`src/ffmd_pkg.sv`:
```
package ffmd_pkg;

    localparam logic [7:0] SYNC_ONE = 8'hB5;
    localparam logic [7:0] SYNC_TWO = 8'h62;

    localparam logic [7:0]  RST_CLASS  = 8'h01;
    localparam logic [7:0]  RST_ID     = 8'h61;
    localparam logic [15:0] RST_LENGTH = 16'd4;

    localparam int CFG_DATA_W = 16;

    typedef enum logic [1:0] {
        CFG_IDX_CLASS  = 2'd0,
        CFG_IDX_ID     = 2'd1,
        CFG_IDX_LENGTH = 2'd2
    } t_cfg_idx;

    typedef enum logic [3:0] {
        PH_HUNT    = 4'd0,
        PH_SYNC2   = 4'd1,
        PH_CLASS   = 4'd2,
        PH_ID      = 4'd3,
        PH_LEN_LO  = 4'd4,
        PH_LEN_HI  = 4'd5,
        PH_PAYLOAD = 4'd6,
        PH_CK_A    = 4'd7,
        PH_CK_B    = 4'd8
    } t_phase;

    typedef struct packed {
        logic [7:0]  exp_class;
        logic [7:0]  exp_id;
        logic [15:0] exp_length;
    } t_cfg;

endpackage

```
`src/ffmd_cfg_regs.sv`:
```
module ffmd_cfg_regs (
    input  logic                            i_clk,
    input  logic                            i_rst_n,
    input  logic                            i_cfg_we,
    input  logic [1:0]                      i_cfg_index,
    input  logic [ffmd_pkg::CFG_DATA_W-1:0] i_cfg_data,
    output ffmd_pkg::t_cfg                  o_cfg
);

    ffmd_pkg::t_cfg r_cfg;

    always_ff @(posedge i_clk) begin
        if (!i_rst_n) begin
            r_cfg.exp_class  <= ffmd_pkg::RST_CLASS;
            r_cfg.exp_id     <= ffmd_pkg::RST_ID;
            r_cfg.exp_length <= ffmd_pkg::RST_LENGTH;
        end else if (i_cfg_we) begin
            case (i_cfg_index)
                ffmd_pkg::CFG_IDX_CLASS:  r_cfg.exp_class  <= i_cfg_data[7:0];
                ffmd_pkg::CFG_IDX_ID:     r_cfg.exp_id     <= i_cfg_data[7:0];
                ffmd_pkg::CFG_IDX_LENGTH: r_cfg.exp_length <= i_cfg_data[15:0];
                default: begin
                    // drop writes to unmapped indexes
                end
            endcase
        end
    end

    assign o_cfg = r_cfg;

endmodule

```
`src/ffmd_parser.sv`:
```
module ffmd_parser (
    input  logic           i_clk,
    input  logic           i_rst_n,
    input  logic           i_step,
    input  logic [7:0]     i_byte,
    input  ffmd_pkg::t_cfg i_cfg,
    output logic           o_frame_valid
);

    ffmd_pkg::t_phase r_phase, n_phase;
    logic [7:0]       r_sum_a, n_sum_a;
    logic [7:0]       r_sum_b, n_sum_b;
    logic [15:0]      r_left, n_left;

    logic [7:0]  w_add_a;
    logic [7:0]  w_add_b;
    logic [15:0] w_left_dec;
    logic        w_hdr_ok;

    assign w_add_a    = r_sum_a + i_byte;
    assign w_add_b    = r_sum_b + w_add_a;
    assign w_left_dec = (r_left != 16'd0) ? (r_left - 16'd1) : 16'd0;

    // header byte matches what the current phase wants
    always_comb begin
        case (r_phase)
            ffmd_pkg::PH_CLASS:  w_hdr_ok = (i_byte == i_cfg.exp_class);
            ffmd_pkg::PH_ID:     w_hdr_ok = (i_byte == i_cfg.exp_id);
            ffmd_pkg::PH_LEN_LO: w_hdr_ok = (i_byte == i_cfg.exp_length[7:0]);
            ffmd_pkg::PH_LEN_HI: w_hdr_ok = (i_byte == i_cfg.exp_length[15:8]);
            default:             w_hdr_ok = 1'b0;
        endcase
    end

    // next phase
    always_comb begin
        case (r_phase)
            ffmd_pkg::PH_HUNT:
                n_phase = (i_byte == ffmd_pkg::SYNC_ONE) ? ffmd_pkg::PH_SYNC2
                                                         : ffmd_pkg::PH_HUNT;
            ffmd_pkg::PH_SYNC2: begin
                if (i_byte == ffmd_pkg::SYNC_TWO) begin
                    n_phase = ffmd_pkg::PH_CLASS;
                end else if (i_byte == ffmd_pkg::SYNC_ONE) begin
                    n_phase = ffmd_pkg::PH_SYNC2;
                end else begin
                    n_phase = ffmd_pkg::PH_HUNT;
                end
            end
            ffmd_pkg::PH_CLASS:
                n_phase = w_hdr_ok ? ffmd_pkg::PH_ID : ffmd_pkg::PH_HUNT;
            ffmd_pkg::PH_ID:
                n_phase = w_hdr_ok ? ffmd_pkg::PH_LEN_LO : ffmd_pkg::PH_HUNT;
            ffmd_pkg::PH_LEN_LO:
                n_phase = w_hdr_ok ? ffmd_pkg::PH_LEN_HI : ffmd_pkg::PH_HUNT;
            ffmd_pkg::PH_LEN_HI: begin
                if (!w_hdr_ok) begin
                    n_phase = ffmd_pkg::PH_HUNT;
                end else if (i_cfg.exp_length == 16'd0) begin
                    n_phase = ffmd_pkg::PH_CK_A;
                end else begin
                    n_phase = ffmd_pkg::PH_PAYLOAD;
                end
            end
            ffmd_pkg::PH_PAYLOAD:
                n_phase = (w_left_dec == 16'd0) ? ffmd_pkg::PH_CK_A
                                                : ffmd_pkg::PH_PAYLOAD;
            ffmd_pkg::PH_CK_A:
                n_phase = (i_byte == r_sum_a) ? ffmd_pkg::PH_CK_B : ffmd_pkg::PH_HUNT;
            default:
                n_phase = ffmd_pkg::PH_HUNT;
        endcase
    end

    // checksum, payload count and result flag
    always_comb begin
        n_sum_a       = r_sum_a;
        n_sum_b       = r_sum_b;
        n_left        = r_left;
        o_frame_valid = 1'b0;
        case (r_phase)
            ffmd_pkg::PH_HUNT: begin
            end
            ffmd_pkg::PH_SYNC2: begin
                if (i_byte == ffmd_pkg::SYNC_TWO) begin
                    n_sum_a = 8'd0;
                    n_sum_b = 8'd0;
                end
            end
            ffmd_pkg::PH_CLASS, ffmd_pkg::PH_ID, ffmd_pkg::PH_LEN_LO: begin
                if (w_hdr_ok) begin
                    n_sum_a = w_add_a;
                    n_sum_b = w_add_b;
                end else begin
                    n_sum_a = 8'd0;
                    n_sum_b = 8'd0;
                    n_left  = 16'd0;
                end
            end
            ffmd_pkg::PH_LEN_HI: begin
                if (w_hdr_ok) begin
                    n_sum_a = w_add_a;
                    n_sum_b = w_add_b;
                    n_left  = i_cfg.exp_length;
                end else begin
                    n_sum_a = 8'd0;
                    n_sum_b = 8'd0;
                    n_left  = 16'd0;
                end
            end
            ffmd_pkg::PH_PAYLOAD: begin
                n_sum_a = w_add_a;
                n_sum_b = w_add_b;
                n_left  = w_left_dec;
            end
            ffmd_pkg::PH_CK_A: begin
                if (i_byte != r_sum_a) begin
                    n_sum_a = 8'd0;
                    n_sum_b = 8'd0;
                    n_left  = 16'd0;
                end
            end
            ffmd_pkg::PH_CK_B: begin
                o_frame_valid = (i_byte == r_sum_b);
                n_sum_a       = 8'd0;
                n_sum_b       = 8'd0;
                n_left        = 16'd0;
            end
            default: begin
                n_sum_a = 8'd0;
                n_sum_b = 8'd0;
                n_left  = 16'd0;
            end
        endcase
    end

    always_ff @(posedge i_clk) begin
        if (!i_rst_n) begin
            r_phase <= ffmd_pkg::PH_HUNT;
            r_sum_a <= 8'd0;
            r_sum_b <= 8'd0;
            r_left  <= 16'd0;
        end else if (i_step) begin
            r_phase <= n_phase;
            r_sum_a <= n_sum_a;
            r_sum_b <= n_sum_b;
            r_left  <= n_left;
        end
    end

endmodule

```
`src/fixed_frame_marker_detector.sv`:
```
// A beat accepted on the slave side passes through the input register, then the result
// register, before its result appears on the master side.
// Throughput: one byte per cycle while the master side takes results; a held result stalls the input.
// Reset (i_rst_n low, synchronous): parser returns to sync hunt with sums and count
// cleared, both registers empty, configuration back to class 0x01, id 0x61, length 4.
module fixed_frame_marker_detector (
    input  logic       i_clk,
    input  logic       i_rst_n,
    input  logic       s_axis_tvalid,
    output logic       s_axis_tready,
    input  logic [7:0] s_axis_tdata,   // [7:0] in_byte
    output logic       m_axis_tvalid,
    input  logic       m_axis_tready,
    output logic [7:0] m_axis_tdata,   // [0] frame_valid, [7:1] zero
    input  logic       i_cfg_we,
    input  logic [1:0] i_cfg_index,
    input  logic [ffmd_pkg::CFG_DATA_W-1:0] i_cfg_data
);

    ffmd_pkg::t_cfg w_cfg;

    logic       r_in_valid;
    logic [7:0] r_in_byte;
    logic       r_out_valid;
    logic       r_out_flag;

    logic w_slot_free;
    logic w_step;
    logic w_flag;

    assign w_slot_free   = !r_out_valid || m_axis_tready;
    assign w_step        = r_in_valid && w_slot_free;
    assign s_axis_tready = !r_in_valid || w_slot_free;

    ffmd_cfg_regs u_cfg (
        .i_clk       (i_clk),
        .i_rst_n     (i_rst_n),
        .i_cfg_we    (i_cfg_we),
        .i_cfg_index (i_cfg_index),
        .i_cfg_data  (i_cfg_data),
        .o_cfg       (w_cfg)
    );

    ffmd_parser u_parser (
        .i_clk         (i_clk),
        .i_rst_n       (i_rst_n),
        .i_step        (w_step),
        .i_byte        (r_in_byte),
        .i_cfg         (w_cfg),
        .o_frame_valid (w_flag)
    );

    // input register: take a new beat when empty or whenever the held one moves on
    always_ff @(posedge i_clk) begin
        if (!i_rst_n) begin
            r_in_valid <= 1'b0;
        end else if (s_axis_tready) begin
            r_in_valid <= s_axis_tvalid;
        end
    end

    always_ff @(posedge i_clk) begin
        if (s_axis_tready && s_axis_tvalid) begin
            r_in_byte <= s_axis_tdata;
        end
    end

    // result register: hold until taken
    always_ff @(posedge i_clk) begin
        if (!i_rst_n) begin
            r_out_valid <= 1'b0;
        end else if (w_slot_free) begin
            r_out_valid <= w_step;
        end
    end

    always_ff @(posedge i_clk) begin
        if (w_step) begin
            r_out_flag <= w_flag;
        end
    end

    assign m_axis_tvalid = r_out_valid;
    assign m_axis_tdata  = {7'd0, r_out_flag};

endmodule
```
`config.mk`:
```
export PLATFORM = sky130hd
export DESIGN_NAME = fixed_frame_marker_detector
export DESIGN_NICKNAME = d
export VERILOG_FILES = /design/src/ffmd_pkg.sv /design/src/ffmd_cfg_regs.sv /design/src/ffmd_parser.sv /design/src/fixed_frame_marker_detector.sv
export SDC_FILE = /design/constraint.sdc
export NUM_CORES = 1
export LEC_CHECK = 0
export ABC_AREA = 1
export BUFFER_PORTS_ARGS = -buffer_cell sky130_fd_sc_hd__buf_2
export CAP_MARGIN = 5
export CORE_MARGIN = 2
export CORE_UTILIZATION = 55
export DETAILED_ROUTE_END_ITERATION = 10
export GPL_TIMING_DRIVEN = 0
export PLACE_DENSITY = 0.89
export SLEW_MARGIN = 20
export SYNTH_ARGS = -nofsm -noshare
export SYNTH_HDL_FRONTEND = slang
export SYNTH_SLANG_ARGS = --single-unit
```
`constraint.sdc`:
```
create_clock -name i_clk -period 2.9 [get_ports i_clk]
set_clock_uncertainty 0.05 [all_clocks]
set_input_delay 0.87 -clock i_clk [delete_from_list [all_inputs] [get_ports i_clk]]
set_output_delay 0.87 -clock i_clk [all_outputs]
set_load 0.01 [all_outputs]
```
== Word-level counts from Yosys, hierarchy flattened ==
Cells that the tools add are included.
Widths: inputs -> output; s select.

* Eq/ne operators: 22
* Reductions and logical operators: 19
* $add $sub $neg: 3
* Bitwise operators: 2
* Muxes and demuxes: 22

{| class="wikitable"
|+ Operators by type and width
! cell !! count
|-
| $pmux 16 s5 || 1
|-
| $pmux 8 s5 || 2
|-
| $mux 16 || 4
|-
| $eq 8x8->1 || 6
|-
| $logic_not 16->1 || 2
|-
| $mux 8 || 4
|-
| $pmux 4 s8 || 1
|-
| $add 8x8->8 || 2
|-
| $eq 4x3->1 const B || 4
|-
| $reduce_bool 16->1 || 1
|-
| $sub 16x1->16 const B || 1
|-
| $mux 4 || 3
|-
| $eq 4x2->1 const B || 2
|-
| $eq 8x7->1 const B || 1
|-
| $eq 8x8->1 const B || 1
|-
| $ne 8x8->1 || 1
|-
| $reduce_and 4->1 || 2
|-
| $mux 3 || 2
|-
| $reduce_and 2->1 || 3
|-
| $eq 4x1->1 const B || 1
|-
| $eq 4x4->1 const B || 1
|-
| $logic_not 4->1 || 1
|-
| $ne 2x1->1 const B || 2
|-
| $pmux 1 s4 || 1
|-
| 13 further kinds || 19
|}

* Word-level logic and storage cells: 79
* Output and inout port bits: 10
* Register bits after elaboration: 79
* Input bits: 31

== Longest topological paths before layout ==
* Word-level depth: 5
* Mapped depth: 18

== Cells and area by module ==
From an unflattened synthesis, not the netlist that was laid out.

* Cell total of the unflattened synthesis: 853
* Area, all modules: 5445.2 um^2

{| class="wikitable"
|+ By module, submodules not included
! module !! instances !! area an instance (um^2) !! cells an instance
|-
| ffmd_parser || 1 || 3641.0 || 624
|-
| ffmd_cfg_regs || 1 || 1375.1 || 198
|-
| fixed_frame_marker_detector || 1 || 429.2 || 31
|}

== Least setup slack after synthesis ==
OpenSTA, ideal clock, no wires.

* Path kind: register -> register
* Start: register r_in_byte[0]
* End: register u_parser.r_sum_b[7]
* Data arrival time: 2711 ps
* Data required time: 2780 ps
* Clock period less this slack: 2831 ps
* Path slack: 69 ps
* Cell stages (with the launch flop): 19
* Path through: edfxtp_1 -> ha_1 -> inv_1 -> fa_1 -> inv_1 -> a31oi_1 -> o21ai_0 -> a21oi_1 -> xor2_1 -> ha_1 -> inv_1 -> nor4_1 -> o21ai_0 -> a21o_1 -> nand2_1 -> nand2_1 -> a21oi_1 -> nand2_1 -> a21oi_1

* Longest elaborated chain between the ends: 4
* Elaborated cells between the ends (all ways): 14
* Those cells by class: 2 x add/sub; 8 x eq/ne; 3 x mux; 1 x reduce/logical

{| class="wikitable"
|+ Ends and longest elaborated chain
! item !! line !! RTL
|-
| start: declaration || fixed_frame_marker_detector.sv:23 || <nowiki>logic [7:0] r_in_byte;</nowiki>
|-
| start signal: assignment || fixed_frame_marker_detector.sv:64 || <nowiki>r_in_byte <= s_axis_tdata;</nowiki>
|-
| $add 8x8->8, or another cell as far along || ffmd_parser.sv:20 || <nowiki>assign w_add_a = r_sum_a + i_byte;</nowiki>
|-
| $add 8x8->8 / $pmux 1 s4 (equally long branches) || ffmd_parser.sv:21, ffmd_parser.sv:26 ||
|-
| $mux 8 || ffmd_parser.sv:91, ffmd_parser.sv:101 ||
|-
| $pmux 8 s5 || ffmd_parser.sv:81 || <nowiki>case (r_phase)</nowiki>
|-
| end signal: assignment || ffmd_parser.sv:146 || <nowiki>r_sum_b <= n_sum_b;</nowiki>
|-
| end: declaration || ffmd_parser.sv:12 || <nowiki>logic [7:0] r_sum_b, n_sum_b;</nowiki>
|}

Parallel ways exist; a longest one is shown, timed or not.
A chain may end at the register's enable or synchronous reset.

== Final worst setup path ==
Same ends and word-level chain as after synthesis.

==> impl_summary.md <==
Floorplanning
For this configuration, the core starts out at a cell density of 56.5%. The floorplan die area is 0.00973 mm^2. In this run the count of I/O pins placed on the die edge is 41. After floorplanning, the core was divided into 34 placement rows. The die is 98.7 um wide. The floorplan step set the die height to 98.7 um. After floorplanning, the core was sized to cover 0.00872 mm^2.

Critical path
The arrival time of the worst setup path is 3410 ps. Among all stages on the critical path, the largest delay is contributed by sky130_fd_sc_hd__edfxtp_1. In this run the critical register-to-register path is launched from r_in_byte[0]$_DFFE_PP_. The sum of buffers and inverters on the critical path is 3. The critical path class is flop to flop.

The worst setup path is captured at a flop. Of all nets on the critical path, the largest fanout is 3. The setup check on the worst reg-to-reg path leaves a slack of -270 ps. The nature of the critical path startpoint is a flop.

The launching element of the worst setup path is r_in_byte[0]$_DFFE_PP_. Data on the critical path is required at its endpoint by 3140 ps. By instance count, the cell type seen most on the critical path is sky130_fd_sc_hd__nand2_1. Walking the worst path, the cells encountered are ha_2 -> inv_2 -> fa_2 -> inv_2 -> a31oi_4 -> o21ai_2 -> a21oi_2 -> xor2_2 -> ha_1 -> buf_4 -> a31oi_1 -> nand3_1 -> nand2_1 -> nand2_1 -> a21oi_2 -> nand2_1 -> a21oi_1. The delay of the slowest cell on the worst path is 390 ps. Grouping stages by cell kind, the critical path spends the most delay in compound AO/OA/AOI/OAI gates.

Power
The post-route total power is 2.27 mW. Combinational logic is responsible for 11.1% of the overall power. The proportion of power drawn by flip-flops and latches is 51.7%. The internal portion of the total power is 1.66 mW. The total power per unit cell area is 393 mW/mm^2. In this run the power spent charging and discharging nets is 0.601 mW. The static leakage power is 2.61 nW. The switching fraction of total power is 26.5%.

In this run, the clock network consumes 37.3% of the power. Across the VDD grid, the largest voltage drop is 0.343 mV.

Global routing
The global-route total usage across every layer is 27.7%. The via count of the first global-routing pass was 4,710. The first global-routing pass estimated 22.1 mm of wire. The number of antenna violations at the first check in global routing is 0. The total overflow left after global routing is 0. Entering global routing, the biggest net connects 15 pins.

Timing
The final-report hold violation count is 0. The final setup violation count is 2. The final worst setup slack is -271 ps. The tightest slew margin relative to the limit is 48.9%. Counting I/O delays and the setup requirement, the final critical path takes 3170 ps. At the pin with the least slew margin, the transition time is 760 ps. The highest attainable clock frequency is 0.315 GHz. The final total negative setup slack is -434 ps. Setup repair after global routing could not meet its margin everywhere.

The number of max-slew violations in the final report is 0. The final critical path takes up 109% of the cycle.

CTS
No sink is reached through more buffers than the 2 on the longest clock path. TritonCTS built the clock tree. The clock root buffer master is sky130_fd_sc_hd__clkbuf_8. The clock buffer count from CTS is 9. The H-tree was split into 3 levels. The total number of clock tree sinks is 79. After clock tree synthesis, the clock-pin slew on the worst setup and hold paths is 90 ps. At the later pin of the worst-skew pair, clock insertion delay measures 360 ps.

Synthesis
The synthesized-area fraction occupied by and/or/nand/nor cells is 34.3%. A synthesized cell averages 6.62 um^2. The flip-flop and latch count after synthesis is 79. The fraction of registers with async set/reset is 0%. The synthesized netlist devotes 14.3% of its cell area to compound gates.

Synthesis produced 745 cells. The number of different library cells in the post-synthesis netlist is 35. The multiplexer fraction of the synthesized cell area is 0%. The main combinational cell family by area after synthesis is simple AND/OR/NAND/NOR gates. The part of the Yosys area used for sequential elements is 33.9%. Summing the areas of all fa, ha and maj instances in the mapped netlist gives 4.87% of the synthesized area.

The post-synthesis instance area is 0.00493 mm^2. The count of flip-flops with a built-in enable after synthesis is 9. Among all flip-flop cells after synthesis, the most frequent one is sky130_fd_sc_hd__dfxtp_1. After Yosys synthesis, XOR and XNOR cells account for 2.84% of the synthesized area. During synthesis, Yosys emitted a total of 0 warnings.

Final layout
The post-route core utilization is 66.1%. The area overhead of the layout relative to synthesis is 17.0%. The fraction of final layout cells with drive strength greater than 1 is 15.5%.

The number of antenna diodes in the final layout is 0. Counting the fill cells in the layout gives 709. Leaving out fill and tap cells, the most frequent cells in the layout are 182 x sky130_fd_sc_hd__nand2_1, 93 x sky130_fd_sc_hd__nor2_1, 73 x sky130_fd_sc_hd__inv_1. The final layout net count is 864. The library cell used most frequently in the layout, excluding fill and tap cells, is sky130_fd_sc_hd__nand2_1.

Detailed routing
The residual DRC count is 0. The total vias in the final route is 5,408. The vias per cell is 5.83. The wire length after detailed routing is 14.2 mm.

Once detail routing completed, the nets flagged for antenna violations numbered 0. The routed length per instance is 15.3 um. The number of optimization iterations in the first detailed-route pass is 7. In this run, the number of DRC markers left after iteration 0 of detailed routing was 432.

Placement
The weighted congestion reported at the end of routability-driven placement is 0.949. The detailed placer's ending HPWL is 9.68 mm. At the placement stage, the worst setup path has a slack of -338 ps. The count of input and output buffers is 33.

Hold path
The worst hold-check path type is flop to flop. In this run the most critical hold path is launched from u_cfg.o_cfg[28]$_SDFFE_PN0P_.

Run status
The flow ran to the end, but the final reports show violations. The final reports fail on negative setup slack.

Job
The number of maximum-capacitance violations is 0.
[path summary, 6_finish.rpt]
path                                                         end  cells after the start
worst min-delay path                u_cfg.o_cfg[28]$_SDFFE_PN0P_                      2
worst min register to register      u_cfg.o_cfg[28]$_SDFFE_PN0P_                      2
worst max-delay path            u_parser.r_sum_b[7]$_SDFFE_PN0P_                     17
worst max register to register  u_parser.r_sum_b[7]$_SDFFE_PN0P_                     17
[worst register-to-register path: stages, from the launching register on]
cell and delay (ps):
sky130_fd_sc_hd__edfxtp_1 390, sky130_fd_sc_hd__ha_2 200, sky130_fd_sc_hd__inv_2 40, sky130_fd_sc_hd__fa_2 360, sky130_fd_sc_hd__inv_2 80, sky130_fd_sc_hd__a31oi_4 90
sky130_fd_sc_hd__o21ai_2 220, sky130_fd_sc_hd__a21oi_2 100, sky130_fd_sc_hd__xor2_2 170, sky130_fd_sc_hd__ha_1 310, sky130_fd_sc_hd__buf_4 160, sky130_fd_sc_hd__a31oi_1 260
sky130_fd_sc_hd__nand3_1 180, sky130_fd_sc_hd__nand2_1 120, sky130_fd_sc_hd__nand2_1 80, sky130_fd_sc_hd__a21oi_2 120, sky130_fd_sc_hd__nand2_1 60, sky130_fd_sc_hd__a21oi_1 110
[cell usage after synthesis (all sizes together) (6+ instances only)]
| cell | n | area share (%) |
|---|---|---|
| nand2 | 187 | 15 |
| nor2 | 100 | 8.3 |
| inv | 83 | 6.3 |
| dfxtp | 70 | 28 |
| nand3 | 70 | 7.2 |
| a21oi | 60 | 6.1 |
| o21ai | 50 | 5.1 |
| ha | 16 | 4.1 |
| nand4 | 16 | 2.0 |
| clkbuf | 15 | 1.1 |
| buf | 13 | 2.2 |
| xor2 | 13 | 2.3 |
| edfxtp | 9 | 5.5 |
| nor4 | 9 | 1.1 |
| o21bai | 9 | 1.4 |
| nor3 | 6 | 0.61 |
[cells by family (layout without fill, tap and decap cells)]
kind of cell | count (synthesis) | count (layout)
buffers and inverters | 111 | 180
adders and majority gates | 18 | 18
other | 1 | 7
DFF | 79 | 79
and+or+nand+nor | 389 | 389
xor gates and xnor gates | 16 | 16
AOI/OAI and AO/OA | 131 | 131
[per-layer routing]
layer	up-vias	wire length, um	track usage (%)
met5	-	0	0
met4	0	668	11.3
met3	77	1270	5.11
met2	342	6560	45.7
met1	2414	5740	35.9
li1	2575	-	-
[cell type report]
cell class                 instances  area [um^2]  area share (%)
multi-input combinational        561         2960            51.3
buffer                            28          166            2.89
clock inverter                     4         53.8           0.933
timing repair buffer              53          319            5.54
tap                              108          135            2.34
inverter                          83          314            5.45
sequential                        79         1670            29.0
clock buffer                      12          145            2.52
[state kept, by name, indices dropped and copies added (netlist names)]
register          count
u_cfg.o_cfg          32
u_parser.r_left      16
r_in_byte             8
u_parser.r_sum_a      8
u_parser.r_sum_b      8
u_parser.r_phase      4
m_axis_tvalid         1
r_in_valid            1
r_out_flag            1
[through the flow]
stage	std cells	hold WS, ps	instance area (um^2)
floorplan	751	380	4950
global placement	892	397	5250
detailed placement	892	401	5250
CTS	917	413	5580
global route	928	437	5760
finish	928	415	5760
[what timing repair did]
| item | in CTS | in global routing |
|---|---|---|
| buffers inserted | 9 | 11 |
| pin swaps | 12 | 16 |
| resized for setup | 15 | 25 |
| hold buffers | 0 | 0 |
| endpoints found under the hold margin | 0 | 0 |
| setup endpoints to repair | 9 | 3 |
[power by group through the flow]
stage / sequential (mW) / combinational [mW] / clock (mW)
detailed placement: 1.20 / 0.202 / 0
finish: 1.17 / 0.250 / 0.844
floorplan: 1.18 / 0.142 / 0
global placement: 1.20 / 0.197 / 0
global route: 1.17 / 0.276 / 0.883
CTS: 1.17 / 0.219 / 0.846
(Power assumes the default switching activity.)
